<file path="src/sv/mcfsm_pkg.sv">
// Types and constants of the multicycle CPU control FSM.
// No dependencies; used by the decoder and the top level.
package mcfsm_pkg;

  typedef enum logic [4:0] {
    ST_FETCH     = 5'd0,
    ST_FETCH2    = 5'd1,
    ST_DECODE    = 5'd2,
    ST_EX_ADD    = 5'd3,
    ST_EX_SUB    = 5'd4,
    ST_EX_AND    = 5'd5,
    ST_EX_OR     = 5'd6,
    ST_EX_NOT    = 5'd7,
    ST_EX_SHL    = 5'd8,
    ST_EX_SHR    = 5'd9,
    ST_EX_LDI    = 5'd10,
    ST_EX_LD     = 5'd11,
    ST_EX_ST     = 5'd12,
    ST_EX_BR     = 5'd13,
    ST_EX_BZ     = 5'd14,
    ST_EX_BN     = 5'd15,
    ST_EX_JAL    = 5'd16,
    ST_EX_JR     = 5'd17,
    ST_QUIT      = 5'd18,
    ST_MEM_LD    = 5'd19,
    ST_MEM_LD2   = 5'd20,
    ST_MEM_ST    = 5'd21,
    ST_WB_ALU    = 5'd22,
    ST_WB_LD     = 5'd23,
    ST_WB_JAL    = 5'd24,
    ST_BR_TAKEN  = 5'd25,
    ST_BR_NOT    = 5'd26
  } state_t;

  localparam logic [3:0] ALU_PC_INC = 4'd10;
  localparam logic [3:0] ALU_BRANCH = 4'd11;
  localparam logic [3:0] ALU_LINK   = 4'd12;
  localparam logic [3:0] ALU_JR     = 4'd13;

  // Datapath control word, addr_select in the lowest bit.
  typedef struct packed {
    logic       mdr_enable;
    logic       mem_write;
    logic       pc_enable;
    logic       regfile_dest_select;
    logic       regfile_write;
    logic       regfile_data_select;
    logic       alu_result_enable;
    logic [3:0] alu_operation;
    logic       b_reg_enable;
    logic       a_reg_enable;
    logic       instr_reg_enable;
    logic       addr_select;
  } ctrl_t;

  // Decoder result for one step.
  typedef struct packed {
    state_t     cur_state;
    state_t     fol_state;
    logic [3:0] opcode;
    ctrl_t      ctrl;
  } dec_t;

endpackage

</file>
<file path="src/sv/multicycle_cpu_control_fsm_core.sv">
// Top level of the multicycle CPU control FSM: state registers and result register.
// Depends on mcfsm_pkg and mcfsm_decode.
//
// Control unit of a multicycle processor. Each accepted input request steps the FSM once:
// the stored next state becomes the current state, its twelve control signals go out as
// one result request, and the following state is picked from the opcode (latched in decode)
// or the ALU flags (branch-if-zero / branch-if-negative). A request with mem_write_active
// set changes nothing and yields no result; one with start_pulse set (and no freeze) returns
// the FSM to fetch, clears the latched opcode and yields no result. Opcode 15 enters a quit
// state that emits all-zero control words until a start request. The decoder sits between
// the state registers and the output register, and in_tready stays high while the output
// register is empty or being drained, so a request can be accepted every clock with its
// result in the next cycle. Reset is synchronous; no clearing pass is needed.
module multicycle_cpu_control_fsm_core
  import mcfsm_pkg::*;
(
  input  logic        clk,
  input  logic        rst_n,
  input  logic        in_tvalid,
  output logic        in_tready,
  // [0] mem_write_active, [1] start_pulse, [5:2] instr_opcode, [6] alu_zero,
  // [7] alu_negative
  input  logic [7:0]  in_tdata,
  output logic        out_tvalid,
  input  logic        out_tready,
  // [0] addr_select, [1] instr_reg_enable, [2] a_reg_enable, [3] b_reg_enable,
  // [7:4] alu_operation, [8] alu_result_enable, [9] regfile_data_select,
  // [10] regfile_write, [11] regfile_dest_select, [12] pc_enable, [13] mem_write,
  // [14] mdr_enable, [15] zero
  output logic [15:0] out_tdata
);

  state_t     cur_state_r, cur_state_nxt;
  state_t     fol_state_r, fol_state_nxt;
  logic [3:0] opcode_r, opcode_nxt;
  logic       out_valid_r, out_valid_nxt;
  ctrl_t      out_ctrl_r;
  dec_t       dec;

  logic in_fire;
  logic step;     // not frozen
  logic advance;  // not frozen, no restart: produces a result

  assign in_tready = !out_valid_r || out_tready;
  assign in_fire   = in_tvalid && in_tready;
  assign step      = in_fire && !in_tdata[0];
  assign advance   = step && !in_tdata[1];

  mcfsm_decode u_decode (
    .state_in     (fol_state_r),
    .opcode_held  (opcode_r),
    .instr_opcode (in_tdata[5:2]),
    .alu_zero     (in_tdata[6]),
    .alu_negative (in_tdata[7]),
    .dec          (dec)
  );

  always_comb begin
    cur_state_nxt = cur_state_r;
    fol_state_nxt = fol_state_r;
    opcode_nxt    = opcode_r;
    if (step) begin
      if (in_tdata[1]) begin
        // restart
        cur_state_nxt = ST_FETCH;
        fol_state_nxt = ST_FETCH;
        opcode_nxt    = 4'd0;
      end else begin
        cur_state_nxt = dec.cur_state;
        fol_state_nxt = dec.fol_state;
        opcode_nxt    = dec.opcode;
      end
    end
    // result register: load on advance, drop when taken
    if (in_fire) begin
      out_valid_nxt = advance;
    end else if (out_tready) begin
      out_valid_nxt = 1'b0;
    end else begin
      out_valid_nxt = out_valid_r;
    end
  end

  always_ff @(posedge clk) begin
    if (!rst_n) begin
      cur_state_r <= ST_FETCH;
      fol_state_r <= ST_FETCH;
      opcode_r    <= 4'd0;
      out_valid_r <= 1'b0;
    end else begin
      cur_state_r <= cur_state_nxt;
      fol_state_r <= fol_state_nxt;
      opcode_r    <= opcode_nxt;
      out_valid_r <= out_valid_nxt;
    end
  end

  always_ff @(posedge clk) begin
    if (advance) begin
      out_ctrl_r <= dec.ctrl;
    end
  end

  assign out_tvalid = out_valid_r;
  assign out_tdata  = {1'b0, out_ctrl_r};

endmodule

</file>
<file path="src/sv/mcfsm_decode.sv">
// State decoder: control word and state update for one step.
// Depends on mcfsm_pkg.
module mcfsm_decode
  import mcfsm_pkg::*;
(
  input  state_t     state_in,
  input  logic [3:0] opcode_held,
  input  logic [3:0] instr_opcode,
  input  logic       alu_zero,
  input  logic       alu_negative,
  output dec_t       dec
);

  always_comb begin
    dec           = '0;
    dec.cur_state = state_in;
    dec.fol_state = ST_FETCH;
    dec.opcode    = opcode_held;
    case (state_in) inside
      ST_FETCH: begin
        dec.opcode    = 4'd0;
        dec.fol_state = ST_FETCH2;
      end
      ST_FETCH2: begin
        dec.ctrl.instr_reg_enable = 1'b1;
        dec.fol_state             = ST_DECODE;
      end
      ST_DECODE: begin
        dec.opcode            = instr_opcode;
        dec.ctrl.a_reg_enable = 1'b1;
        dec.ctrl.b_reg_enable = 1'b1;
        // opcode 15 lands on the quit code
        dec.fol_state = state_t'(5'(ST_EX_ADD) + {1'b0, instr_opcode});
      end
      [ST_EX_ADD:ST_EX_ST]: begin
        dec.ctrl.alu_operation     = 4'(state_in - ST_EX_ADD);
        dec.ctrl.alu_result_enable = 1'b1;
        if (state_in == ST_EX_LD) begin
          dec.fol_state = ST_MEM_LD;
        end else if (state_in == ST_EX_ST) begin
          dec.fol_state = ST_MEM_ST;
        end else begin
          dec.fol_state = ST_WB_ALU;
        end
      end
      ST_EX_BR, ST_BR_TAKEN: begin
        dec.ctrl.alu_operation = ALU_BRANCH;
        dec.ctrl.pc_enable     = 1'b1;
      end
      ST_EX_BZ: begin
        dec.fol_state = alu_zero ? ST_BR_TAKEN : ST_BR_NOT;
      end
      ST_EX_BN: begin
        dec.fol_state = alu_negative ? ST_BR_TAKEN : ST_BR_NOT;
      end
      ST_EX_JAL: begin
        dec.ctrl.alu_operation     = ALU_PC_INC;
        dec.ctrl.alu_result_enable = 1'b1;
        dec.fol_state              = ST_WB_JAL;
      end
      ST_EX_JR: begin
        dec.ctrl.alu_operation = ALU_JR;
        dec.ctrl.pc_enable     = 1'b1;
      end
      ST_QUIT: begin
        dec.fol_state = ST_QUIT;
      end
      ST_MEM_LD: begin
        dec.ctrl.addr_select = 1'b1;
        dec.fol_state        = ST_MEM_LD2;
      end
      ST_MEM_LD2: begin
        dec.ctrl.mdr_enable = 1'b1;
        dec.fol_state       = ST_WB_LD;
      end
      ST_MEM_ST: begin
        dec.ctrl.mem_write     = 1'b1;
        dec.ctrl.addr_select   = 1'b1;
        dec.ctrl.alu_operation = ALU_PC_INC;
        dec.ctrl.pc_enable     = 1'b1;
      end
      ST_WB_ALU, ST_BR_NOT: begin
        dec.ctrl.regfile_write = (state_in == ST_WB_ALU);
        dec.ctrl.alu_operation = ALU_PC_INC;
        dec.ctrl.pc_enable     = 1'b1;
      end
      ST_WB_LD: begin
        dec.ctrl.regfile_data_select = 1'b1;
        dec.ctrl.regfile_write       = 1'b1;
        dec.ctrl.alu_operation       = ALU_PC_INC;
        dec.ctrl.pc_enable           = 1'b1;
      end
      ST_WB_JAL: begin
        dec.ctrl.regfile_dest_select = 1'b1;
        dec.ctrl.regfile_write       = 1'b1;
        dec.ctrl.alu_operation       = ALU_LINK;
        dec.ctrl.pc_enable           = 1'b1;
      end
      default: begin
        // unused code: all control outputs low, both state registers back to fetch
        dec.cur_state = ST_FETCH;
      end
    endcase
  end

endmodule

</file>
<file path="config.mk">
export PLATFORM = sky130hd
export DESIGN_NAME = multicycle_cpu_control_fsm_core
export DESIGN_NICKNAME = d
export VERILOG_FILES = /design/src/sv/mcfsm_pkg.sv /design/src/sv/multicycle_cpu_control_fsm_core.sv /design/src/sv/mcfsm_decode.sv
export SDC_FILE = /design/constraint.sdc
export NUM_CORES = 1
export LEC_CHECK = 0
export BUFFER_PORTS_ARGS = -buffer_cell sky130_fd_sc_hd__buf_2
export CAP_MARGIN = 20
export CORE_MARGIN = 1.5
export CORE_UTILIZATION = 45
export CTS_CLUSTER_DIAMETER = 60
export DETAILED_ROUTE_END_ITERATION = 8
export PLACE_DENSITY = 0.78
export SLEW_MARGIN = 20
export SYNTH_ARGS = -nofsm -noshare
export SYNTH_HDL_FRONTEND = slang
export SYNTH_SLANG_ARGS = --single-unit
</file>
<file path="constraint.sdc">
create_clock -name clk -period 2.62 [get_ports clk]
set_input_delay 0.131 -clock clk [delete_from_list [all_inputs] [get_ports clk]]
set_output_delay 0.131 -clock clk [all_outputs]
set_load 0.02 [all_outputs]
</file>
==> results of run 1 <==
-- layout by cell type, fill, tap and decap left out, drive strengths merged, types with 2 or more instances in the layout --
| cell | count |
|---|---|
| and4 | 3 |
| o22ai | 2 |
| nor4 | 5 |
| dfxtp | 6 |
| nand2 | 14 |
| nor4b | 3 |
| nor2b | 4 |
| a311oi | 2 |
| clkbuf | 3 |
| nand2b | 5 |
| buf | 35 |
| o21ai | 8 |
| a32oi | 3 |
| and2 | 4 |
| edfxtp | 14 |
| and3b | 2 |
| nor3 | 9 |
| xor2 | 2 |
| o21bai | 2 |
| a211oi | 5 |
| nand3 | 2 |
| ha | 5 |
| nor3b | 2 |
| inv | 9 |
| nor2 | 15 |
| o211a | 2 |
| a211o | 4 |
| o31ai | 2 |
| nand4 | 2 |
| a21oi | 12 |
| o41ai | 2 |
-- sequential cells by signal, indices dropped and copies added (netlist names) --
name,cells
fol_state_r,5
out_tvalid,1
out_tdata,14
-- final timing paths --
check                                 endpoint  slack [ps]  depth (start not counted)
worst max register to register    out_tdata[5]         340                          6
worst min-delay path            fol_state_r[3]         130                          2
worst max-delay path              out_tdata[5]         340                          6
worst min register to register      out_tvalid         670                          3
-- routing by layer --
layer,GRT usage [%],up-vias,part of all wire [%]
li1,-,763,-
met1,27.1,719,43
met2,31.6,87,45
met3,5.54,12,8.8
met4,10.3,0,3.0
met5,0,-,0
-- area by class of cell --
class / count / area [um2]
fill: 321 / 1620
inverter: 9 / 33.8
multi-input combinational: 143 / 950
clock inverter: 1 / 3.75
sequential: 20 / 541
tap: 46 / 57.6
timing repair buffer: 35 / 193
clock buffer: 3 / 22.5
-- report_power, final --
group | switching, mW | internal, mW
combinational | 0.0435 | 0.0224
clock | 0.101 | 0.0558
sequential | 0.00280 | 0.340
total | 0.147 | 0.419
-- critical path: cells and delay by family, from the launching register on --
| kind | cells | cell delay [ps] |
|---|---|---|
| AOI/OAI and AO/OA | 2 | 420 |
| adders and majority gates | 1 | 450 |
| buffers and inverters | 1 | 110 |
| DFF | 1 | 500 |
| and+or+nand+nor | 2 | 550 |
-- cell families (layout without fill, tap and decap cells) --
| logic type | count (synthesis) | count (layout) | synth area share, % |
|---|---|---|---|
| other | 1 | 1 | 0.229 |
| buffers and inverters | 30 | 48 | 9.18 |
| DFF | 20 | 20 | 33.1 |
| adders and majority gates | 5 | 5 | 3.83 |
| and+or+nand+nor | 76 | 76 | 25.9 |
| AOI/OAI and AO/OA | 58 | 58 | 26.2 |
| xor gates and xnor gates | 3 | 3 | 1.61 |
==> summary by stage, run 1 <==
Placed design
Input and output buffers added on the ports amount to 28. The detailed-placement wirelength estimate is 2800 um. Before CTS, the worst setup slack after placement is roughly 360 ps. Routability-driven placement finished with a final weighted congestion of ~1.1.

Counting tap cells, the placed design contains a total of 253 instances. Once placement finished, the instance area stood at ~0.0018 mm2.

CTS
Counting along the longest clock path gives a buffer depth of 2. Buffers added to address setup during post-CTS repair amount to 0. In this run the number of H-tree levels came out at 1. After clock tree synthesis, the flow added hold-fix buffers numbering 0. The clock net sink count is 20. The clock-pin slew on the worst setup and hold paths is ~120 ps. The clock root buffer is sky130_fd_sc_hd__clkbuf_4. In this run, CTS created clock tree buffers numbering 3. The post-cts resize count is 0. The worst-skew pair later-pin latency is slightly above 300 ps. TritonCTS built the clock tree.

STA
Counting I/O delays and the setup requirement, the final critical path takes 2280 ps. The setup violation total in the final timing report is 0. Setup repair after global routing left no endpoint under its margin. The setup TNS is 0 ps. The number of hold-slack violations in the final timing report is 0. The worst setup slack after layout is between 300 and 400 ps.

The tightest hold margin is 133 ps. After layout, the worst path uses 87.0% of the clock period. The slew at the pin with the worst max-slew slack is 778 ps. The achievable frequency is 439 MHz. The worst relative slew slack is 48.0%.

For the final database, setup skew stands at 6.71 ps. The max-slew violation count is 0.

Floorplan
The die covers 0.00400 mm2. The floorplan has 21 rows. The floorplan die width is 63.3 um. The initial standard-cell utilization of the core is a little under half.

The core outline area is 0.00342 mm2. The number of top-level pins is 30. In this run the vertical extent of the chip is 63.3 um.

Logic synthesis
The share of flip-flops with an asynchronous set or reset is 0%. After synthesis, the cell types taking the most area are sky130_fd_sc_hd__edfxtp_1 (26%), sky130_fd_sc_hd__dfxtp_1 (7.3%), sky130_fd_sc_hd__ha_1 (3.8%). The number of enable flip-flop cells after synthesis is 14. By count the netlist is led by sky130_fd_sc_hd__nor2_1 (15), sky130_fd_sc_hd__edfxtp_1 (14), sky130_fd_sc_hd__nand2_1 (14). The most used flip-flop cell after synthesis is sky130_fd_sc_hd__edfxtp_1. After synthesis the netlist holds a flip-flop and latch count of 20. The total nets after synthesis is 210.

The synthesized design spends more area on one cell type than any other, namely sky130_fd_sc_hd__edfxtp_1. A synthesized cell averages about 8.5 um2. The number of synthesis warnings is 0. The most common cell in the netlist is sky130_fd_sc_hd__nor2_1. Of the post-synthesis cell area, the dominant cell type holds about a quarter. The mapped netlist covers 0.00164 mm2.

The part of the Yosys area used for sequential elements is about a third. The number of different library cells used by synthesis comes to 59. The number of cells produced by synthesis is 193.

Global routing
The via count of the first global-routing pass is 1412. The initial antenna violation count is 0. Summed over all layers, the global routing overflow is 0. The first global-routing pass estimated roughly 6600 um of wire. Entering global routing, the biggest net connects 25 pins.

The overall routing resource usage is 20.8%.

Cells and area
The utilization after layout is 52.7%. The share of layout cells above drive strength 1 is between 10% and 20%. After the last flow step, the layout net total stands at 229. The repair_antennas step left the layout with diodes totalling 0.

After the flow finishes, the layout carries non-filler instances totaling about 260. From synthesis to final layout, the design area changed by 10.1%. The final non-filler cell area is 0.00180 mm2.

Worst setup path
The signal on the critical path passes through inv_1, ha_1, nor3b_1, nor2_1, a211oi_1, a21oi_1. The data required time of the critical path is 2690 ps. The type of the setup path with the least slack is flip-flop to flip-flop. The sort of element at the start of the critical path is a flip-flop.

The endpoint kind of the worst setup timing path is a flip-flop. In this run the worst setup path begins at fol_state_r[1]. Data on the critical path arrives at its endpoint at 2350 ps. The worst register-to-register path begins at fol_state_r[1]. The delay contributed by the slowest stage of the critical path is about 500 ps. Of all nets on the critical path, the largest fanout is 20.

The slowest stage of the critical path is the sky130_fd_sc_hd__dfxtp_1 cell.

Drt
The length of the first detailed-routing pass in iterations is 5. The final layout contains routed wiring with a total length of 3880 um. Dividing the detail-routed wire length by the instance count gives 15.1 um. The antenna violation net count after detailed routing is 0. The DRC violation count after routing is 0. The first routing iteration left 102 violations. The number of vias after detailed routing is 1581.

After detailed routing, the number of vias per cell comes to between 6 and 7.

Power
The peak supply drop is ~0.14 mV. The analysis attributes to cell leakage a power of around 0.73 nW. The power per standard cell area is 314 mW/mm2.

The design draws 0.566 mW.

Worst hold path
The worst hold path begins at rst_n. The tightest min-delay check is of the input port to flip-flop type.

Run
The tool flagged a number of max-cap violations equal to 0.

Status
The flow ran to the end, and the final reports show no timing, DRC or antenna violations.
Power figures use the tool's default switching activity.
==> run 2, diff against run 1 <==
Settings changed: ABC_AREA set to 1, CAP_MARGIN 20 to 40.
==> run 2 against run 1 <==
Net effect:
- critical path depth up 4
- clock skew is 1.3 ps higher
- area after synthesis down 7.7%
- combinational power down 15%
- total power up 9.5%
- final cell count increased by 5.1%
==> summary by stage, run 2 <==
Worst setup path
The type of the setup path with the least slack is flip-flop to flip-flop (unchanged). The critical path's slowest cell is sky130_fd_sc_hd__dfxtp_1 (unchanged). The sort of element at the start of the critical path was a flip-flop (unchanged). The reg-to-reg critical path endpoint is out_tdata[7] (was out_tdata[5]). The critical path arrival is 2120 ps (was 2350 ps). The top cell family by delay on the critical path is simple AND/OR/NAND/NOR gates (unchanged). The path depth of the worst reg2reg path is 10 (was 6). The critical register-to-register path startpoint is fol_state_r[0] (was fol_state_r[1]).

The highest fanout seen on the critical path is 7 (was 20). The minimum setup slack among reg-to-reg paths is 580 ps (was 340 ps). The data required time of the critical path was 2700 ps (was 2690 ps).

Cells traversed along the worst timing path: inv_1, ha_1, nand2_1, a21oi_1, nor3_1, nand3_1, nand2_1, nand3_1, o211ai_1, inv_1 (was inv_1, ha_1, nor3b_1, nor2_1, a211oi_1, a21oi_1). The delay contributed by the slowest stage of the critical path is 460 ps (was 500 ps). The count of buffer and inverter cells on the critical path came to 2 (was 1). The endpoint kind of the worst setup timing path is a flip-flop (unchanged).

Logic synthesis
The post-synthesis area per instance is 7.54 um2 (was 8.47 um2). The most common cell in the netlist was sky130_fd_sc_hd__nand2_1 (was sky130_fd_sc_hd__nor2_1). The part of the Yosys area used for sequential elements is 35.8% (was 33.1%). The number of synthesis warnings is 0 (unchanged).

The number of cells produced by synthesis is 200 (was 193). The largest area contributor in the netlist was sky130_fd_sc_hd__edfxtp_1 (unchanged). Main area contributors after synthesis: sky130_fd_sc_hd__edfxtp_1 (28%), sky130_fd_sc_hd__nand2_1 (12%), sky130_fd_sc_hd__dfxtp_1 (8.0%) (was sky130_fd_sc_hd__edfxtp_1 (26%), sky130_fd_sc_hd__dfxtp_1 (7.3%), sky130_fd_sc_hd__ha_1 (3.8%)).

The share of flip-flops with an asynchronous set or reset was 0% (unchanged). The most used flip-flop cell after synthesis was sky130_fd_sc_hd__edfxtp_1 (unchanged). The number of distinct library cells after synthesis was 38 (was 59). The total nets after synthesis is 217 (was 210).

Top cells by instance count after synthesis: sky130_fd_sc_hd__nand2_1 (47), sky130_fd_sc_hd__inv_1 (28), sky130_fd_sc_hd__nor2_1 (21) (was sky130_fd_sc_hd__nor2_1 (15), sky130_fd_sc_hd__edfxtp_1 (14), sky130_fd_sc_hd__nand2_1 (14)). The post-synthesis instance area came to 0.00151 mm2 (was 0.00164 mm2). The number of synthesized register bits came to 20 (unchanged). The number of enable flip-flop cells after synthesis is 14 (unchanged). The area fraction of the dominant cell type after synthesis is 27.9% (was 25.7%).

CTS
The post-CTS setup buffer count came to 0 (unchanged). The clock net sink count is 20 (unchanged). The post-cts resize count is 0 (unchanged). The clock root buffer is sky130_fd_sc_hd__clkbuf_4 (unchanged).

The number of buffers added to fix hold violations after cts is 0 (unchanged). The worst-skew pair later-pin latency is 310 ps (about the same). The deepest level of the CTS H-tree is 1 (unchanged). The number of buffers on the longest clock path is 2 (unchanged).

The total clock buffers created by CTS came to 3 (unchanged). The clock-pin slew on the worst setup and hold paths is 120 ps (about the same). The CTS tree was built (unchanged).

Power
The switching power of the nets came to 0.141 mW (was 0.147 mW). The peak supply drop is 0.167 mV (was 0.140 mV). The part of the total power dissipated in sequential elements was 55.7% (was 60.7%). The leakage power is 0.750 nW (was 0.730 nW). The combinational cell fraction of total power is 9.1% (was 11.6%).

The internal power of the cells came to 0.478 mW (was 0.419 mW). The clock network fraction of design power is 35.3% (was 27.6%). The switching share of total power was 22.8% (was 26.0%). The power per standard cell area is 366 mW/mm2 (was 314 mW/mm2). The total power draw is 0.619 mW (was 0.566 mW).

Drt
The DRC violation count after routing came to 0 (unchanged). The total routed wirelength was 3380 um (was 3880 um). The starting DRC count in detailed routing is 69 (was 102). The routed length per placed instance is 12.5 um (was 15.1 um). The length of the first detailed-routing pass in iterations came to 5 (unchanged).

The number of vias after detailed routing is 1389 (was 1581). The post-detailed-route via-to-cell ratio is 5.14 (was 6.15). The antenna violation net count after detailed routing is 0 (unchanged).

Cells and area
The final-stage net count is 244 (was 229). The utilization after layout was 54.0% (was 52.7%). The number of flip-flops under the largest register name is 14 (unchanged). The antenna diode instance count came to 0 (unchanged).

The number of inserted filler cells in the final layout was 300 (was 321). The leading cell type in the layout, fill and taps excluded is sky130_fd_sc_hd__nand2_1 (was sky130_fd_sc_hd__buf_2). The layout-stage area growth over the synthesis result came to 12.0% (was 10.1%). The share of layout cells above drive strength 1 came to 23.0% (was 19.9%).

Commonest non-fill, non-tap cells in the layout: sky130_fd_sc_hd__nand2_1 (47), sky130_fd_sc_hd__inv_1 (28), sky130_fd_sc_hd__buf_2 (28) (was sky130_fd_sc_hd__buf_2 (28), sky130_fd_sc_hd__nor2_1 (15), sky130_fd_sc_hd__nand2_1 (14), sky130_fd_sc_hd__edfxtp_1 (14), sky130_fd_sc_hd__a21oi_1 (12)).

STA
The setup TNS was 0 ps (unchanged). The minimum clock period after layout is 2040 ps (was 2280 ps). The worst relative slew slack was 64.1% (was 48.0%).

The portion of the clock cycle consumed by the worst path in the final layout is 77.9% (was 87.0%). The tightest hold margin is 109 ps (was 133 ps). The slew at the pin with the worst max-slew slack is 538 ps (was 778 ps). The setup violation total in the final timing report is 0 (unchanged).

Unrepaired setup endpoints after global routing: false (unchanged). The clock tree skew after final layout is 8.00 ps (was 6.71 ps). The max-slew violation count came to 0 (unchanged). The number of hold-slack violations in the final timing report is 0 (unchanged). The achievable frequency is 490 MHz (was 439 MHz).

Floorplan
The die boundary height is 60.9 um (was 63.3 um). The die footprint was 0.00371 mm2 (was 0.00400 mm2). The core outline area is 0.00313 mm2 (was 0.00342 mm2). The floorplan die width is 60.9 um (was 63.3 um).

The initial standard-cell utilization of the core is 48.2% (was 47.9%). The number of core rows is 20 (was 21). The number of top-level pins came to 30 (unchanged).

Placed design
The final weighted congestion in routability-driven placement is 0.943 (was 1.06). The count of input and output buffers is 28 (unchanged). The detailed-placement wirelength estimate is 2640 um (was 2800 um).

Worst hold path
The cell count of the worst hold path is 4 (was 2). The class of the tightest hold or removal check is input port to flip-flop (unchanged). The endpoint of the worst hold path is out_tvalid (was fol_state_r[3]).

The critical hold path startpoint was out_tready (was rst_n).

Run
The max-capacitance violation count is 0 (unchanged).

Global routing
The via count of the first global-routing pass is 1138 (was 1412). The overall routing resource usage is 19.7% (was 20.8%). The initial antenna violation count was 0 (unchanged).

The maximum number of pins on one net before global-route repair came to 17 (was 25). The total grt overflow was 0 (unchanged). The wire length of the first global-routing pass is 5310 um (was 6620 um).

Status
Result of the run: finished, final reports clean (unchanged).
-- run 2: cells by family (layout without fill, tap and decap cells) --
| kind of cell | count (synthesis) | count (layout) | synth area share [%] |
|---|---|---|---|
| fa+ha+maj | 5 | 5 | 4.15 |
| compound gates | 32 | 32 | 12.9 |
| xor+xnor | 1 | 1 | 0.581 |
| other cells | 1 | 1 | 0.249 |
| buf+inv | 41 | 67 | 13.2 |
| simple gates | 100 | 100 | 33.1 |
| flops | 20 | 20 | 35.8 |
-- run 2: metal layers --
| layer | global-route usage, % | up-vias | part of all wire (%) |
|---|---|---|---|
| met5 | 0 | - | 0 |
| met4 | 8.39 | 0 | 1.9 |
| met3 | 2.77 | 5 | 6.8 |
| met2 | 30.7 | 55 | 47 |
| met1 | 27.2 | 626 | 45 |
| li1 | - | 703 | - |
-- run 2: metrics by stage --
| stage | instances | cell area, um2 | setup WS (ps) |
|---|---|---|---|
| after CTS | 270 | 1690 | 644 |
| final | 270 | 1690 | 579 |
| after global placement | 266 | 1640 | 689 |
| after detailed placement | 266 | 1640 | 683 |
| after floorplan | 200 | 1510 | 478 |
| after global routing | 270 | 1690 | 457 |
-- run 2: final cells by class --
cell class / instances / area [um2] / area share [%]
multi-input cells: 139 / 769 / 45.5
inverters: 34 / 130 / 7.70
repair buffers: 29 / 148 / 8.73
clock buffers: 4 / 47.5 / 2.81
flip-flops and latches: 20 / 541 / 32.0
well taps: 44 / 55.1 / 3.26
-- run 2: power by group through the flow --
stage,Sequential (mW),Clock [mW],Combinational (mW)
2_1_floorplan,0.360,0,0.0277
3_3_place_gp,0.352,0,0.0563
3_5_place_dp,0.352,0,0.0560
4_1_cts,0.345,0.223,0.0562
5_1_grt,0.346,0.232,0.0628
6_report,0.345,0.218,0.0562
-- run 2: worst max-delay path by stage --
stage	startpoint	end	depth (start not counted)
floorplan	out_tvalid	fol_state_r[2]	11
global placement	fol_state_r[2]	out_tdata[7]	9
detailed placement	fol_state_r[0]	out_tdata[7]	10
CTS	fol_state_r[0]	out_tdata[7]	10
global route	fol_state_r[0]	out_tdata[7]	10
finish	fol_state_r[0]	out_tdata[7]	10
-- run 2: worst reg2reg max path: cells and delay by family (launching register included) --
kind	cells	cell delay [ps]
adder cells (fa/ha/maj)	1	310
AO/OA/AOI/OAI	2	170
AND/OR/NAND/NOR	5	710
buffers and inverters	2	150
flip-flops	1	460
==> run 3, diff against run 2 <==
Clock period 2.62 ns to 2.1 ns, I/O delays scaled along.
==> run 3 against run 2 <==
Net effect:
- flip-flop and latch count did not move
- critical path depth fell by 1
- total power rose by 11%
- fmax rose by 5.0%
- core utilization rose by 0.20 points
- highest routed layer unchanged
==> summary by stage, run 3 (synthesis gave the netlist of run 2 again) <==
Worst setup path
The critical register-to-register path startpoint is fol_state_r[0] (unchanged). The endpoint kind of the worst setup timing path was a flip-flop (unchanged). The data required time of the critical path is 2170 ps (was 2700 ps).

The top cell family by delay on the critical path was simple AND/OR/NAND/NOR gates (unchanged). The path depth of the worst reg2reg path is 9 (was 10). Cells traversed along the worst timing path: ha_1, inv_1, nor3_1, nor3_1, nand3_1, nand2_1, nand3_1, o211ai_1, inv_1 (was inv_1, ha_1, nand2_1, a21oi_1, nor3_1, nand3_1, nand2_1, nand3_1, o211ai_1, inv_1). The delay contributed by the slowest stage of the critical path is 370 ps (was 460 ps). The highest fanout seen on the critical path is 6 (was 7). The reg-to-reg critical path endpoint is out_tdata[7] (unchanged).

The minimum setup slack among reg-to-reg paths was 160 ps (was 580 ps). The critical path arrival is 2010 ps (was 2120 ps). The sort of element at the start of the critical path was a flip-flop (unchanged). The count of buffer and inverter cells on the critical path came to 2 (unchanged). The type of the setup path with the least slack is flip-flop to flip-flop (unchanged). The critical path's slowest cell is sky130_fd_sc_hd__dfxtp_2 (was sky130_fd_sc_hd__dfxtp_1).

STA
The worst setup slack after layout is 157 ps (was 579 ps). The setup violation total in the final timing report is 0 (unchanged). Unrepaired setup endpoints after global routing: false (unchanged).

The max-slew violation count came to 0 (unchanged). The portion of the clock cycle consumed by the worst path in the final layout came to 92.5% (was 77.9%). The achievable frequency is 515 MHz (was 490 MHz). The setup TNS is 0 ps (unchanged).

The number of hold-slack violations in the final timing report is 0 (unchanged). The clock tree skew after final layout is 6.62 ps (was 8.00 ps). The minimum clock period after layout is 1940 ps (was 2040 ps).

Cells and area
The number of flip-flops under the largest register name came to 14 (unchanged). The non-filler instance count after layout is 273 (was 270). Commonest non-fill, non-tap cells in the layout: sky130_fd_sc_hd__nand2_1 (47), sky130_fd_sc_hd__inv_1 (28), sky130_fd_sc_hd__buf_2 (28) (unchanged). The number of inserted filler cells in the final layout is 290 (was 300). The final-stage net count is 247 (was 244). The antenna diode instance count is 0 (unchanged). The final non-filler cell area is 0.00170 mm2 (was 0.00169 mm2).

The share of layout cells above drive strength 1 is 24.9% (was 23.0%). The leading cell type in the layout, fill and taps excluded is sky130_fd_sc_hd__nand2_1 (unchanged). The layout-stage area growth over the synthesis result is 12.4% (was 12.0%).

Floorplan
The core outline area is 0.00313 mm2 (unchanged). The floorplan die width is 60.9 um (unchanged). The die boundary height is 60.9 um (unchanged). The number of core rows was 20 (unchanged). The initial standard-cell utilization of the core is 48.2% (unchanged). The die footprint is 0.00371 mm2 (unchanged). The number of top-level pins is 30 (unchanged).

CTS
The clock-pin slew on the worst setup and hold paths is 110 ps (was 120 ps). The CTS tree is built (unchanged). The clock root buffer is sky130_fd_sc_hd__clkbuf_4 (unchanged). The deepest level of the CTS H-tree is 1 (unchanged). The clock net sink count is 20 (unchanged).

The total clock buffers created by CTS came to 3 (unchanged). The worst-skew pair later-pin latency came to 300 ps (was 310 ps). The number of buffers added to fix hold violations after cts was 0 (unchanged). The number of buffers on the longest clock path is 2 (unchanged).

Global routing
The met3 layer usage reported by global route was 2.13% (was 2.77%). The wire length of the first global-routing pass is 5560 um (was 5310 um). The via count of the first global-routing pass is 1226 (was 1138).

The overall routing resource usage was 19.9% (was 19.7%). The fraction of met1 tracks used by global routing is 29.0% (was 27.2%). The total grt overflow came to 0 (unchanged). The global-route met2 utilization was 31.0% (was 30.7%). The routing layer with the top usage in global route is met2 (unchanged). The maximum number of pins on one net before global-route repair is 16 (was 17). The initial antenna violation count is 0 (unchanged).

Placed design
The count of input and output buffers is 28 (unchanged). The final weighted congestion in routability-driven placement is 0.952 (was 0.943). The placed cell area is 0.00167 mm2 (was 0.00164 mm2). The post-placement worst setup slack is 135 ps (was 683 ps).

The count of placed standard cells including taps is 269 (was 266). The detailed-placement wirelength estimate is 2690 um (was 2640 um).

Drt
The number of vias after detailed routing is 1447 (was 1389). The routed length per placed instance is 12.5 um (about the same). The antenna violation net count after detailed routing came to 0 (unchanged). The starting DRC count in detailed routing was 109 (was 69).

The DRC violation count after routing came to 0 (unchanged). The total routed wirelength came to 3420 um (was 3380 um). The length of the first detailed-routing pass in iterations is 5 (unchanged). The post-detailed-route via-to-cell ratio is 5.30 (was 5.14).

Worst hold path
The class of the tightest hold or removal check is input port to flip-flop (unchanged). The critical hold path startpoint is out_tready (unchanged). The endpoint of the worst hold path is out_tvalid (unchanged). The cell count of the worst hold path came to 4 (unchanged).

Power
The part of the total power dissipated in sequential elements is 62.6% (was 55.7%). The clock network fraction of design power is 26.9% (was 35.3%). The internal power of the cells is 0.521 mW (was 0.478 mW). The combinational cell fraction of total power is 10.5% (was 9.1%). The switching power of the nets is 0.166 mW (was 0.141 mW).

The peak supply drop is 0.197 mV (was 0.167 mV). The leakage power came to 0.755 nW (was 0.750 nW). The power per standard cell area is 405 mW/mm2 (was 366 mW/mm2). The switching share of total power is 24.1% (was 22.8%).

Status
Result of the run: finished, final reports clean (unchanged).

Run
The max-capacitance violation count is 0 (unchanged).
run 3: cell count changes in the layout (fill, tap and decap cells not counted):
cell / previous run / this run
sky130_fd_sc_hd__nor2_2: 1 / 2
sky130_fd_sc_hd__dfxtp_1: 6 / 4
sky130_fd_sc_hd__buf_4: 1 / 4
sky130_fd_sc_hd__nor2_1: 21 / 20
sky130_fd_sc_hd__clkinv_1: 0 / 1
sky130_fd_sc_hd__dfxtp_2: 0 / 2
sky130_fd_sc_hd__clkbuf_16: 1 / 0
run 3: metrics by stage:
stage          hold slack, ps  util (%)  power [mW]
2_1_floorplan             300         -       0.484
3_3_place_gp              402      53.3       0.510
3_5_place_dp              400      53.3       0.510
4_1_cts                  77.2      54.2       0.687
5_1_grt                  86.9      54.2       0.715
6_report                 74.3      54.2       0.687
run 3: how the worst max path moves through the flow:
stage,from,endpoint,slack (ps),depth (start not counted)
final,fol_state_r[0],out_tdata[7],160,9
after CTS,fol_state_r[0],out_tdata[7],140,10
after detailed placement,fol_state_r[3],out_tdata[7],130,9
after global routing,fol_state_r[0],out_tdata[7],70,10
after global placement,fol_state_r[3],out_tdata[7],190,9
after floorplan,out_tvalid,fol_state_r[2],230,11
run 3: worst reg2reg max path, stage by stage, from the launching register on:
cell                       delay, ps
sky130_fd_sc_hd__dfxtp_2         370
sky130_fd_sc_hd__ha_1            240
sky130_fd_sc_hd__inv_1           250
sky130_fd_sc_hd__nor3_1          120
sky130_fd_sc_hd__nor3_1          280
sky130_fd_sc_hd__nand3_1         150
sky130_fd_sc_hd__nand2_1          80
sky130_fd_sc_hd__nand3_1          70
sky130_fd_sc_hd__o211ai_1        100
sky130_fd_sc_hd__inv_1            50
run 3: layout make-up:
type,count,area [um2],area share (%)
Multi-Input combinational cell,139,772,45.5
Sequential cell,20,543,32.0
Timing Repair Buffer,32,170,10.0
Inverter,34,130,7.67
Tap cell,44,55.1,3.24
Clock buffer,3,22.5,1.33
Clock inverter,1,3.75,0.221
run 3: metal layers:
layer / share of wire [%] / up-vias / wire length, um
met2: 46 / 77 / 1580
met4: 2.6 / 0 / 88
li1: - / 705 / -
met1: 43 / 652 / 1490
met5: 0 / - / 0
met3: 7.7 / 13 / 264
run 3: timing repair:
item	CTS	global route
endpoints found under the setup margin	0	1
setup buffers	0	0
resized for setup	0	2
run 3: power groups by stage:
stage / clock [mW] / combinational (mW) / sequential (mW)
after floorplan: 0 / 0.0348 / 0.449
after global placement: 0 / 0.0718 / 0.438
after global routing: 0.204 / 0.0801 / 0.432
after detailed placement: 0 / 0.0714 / 0.439
after CTS: 0.186 / 0.0717 / 0.430
final: 0.185 / 0.0721 / 0.430
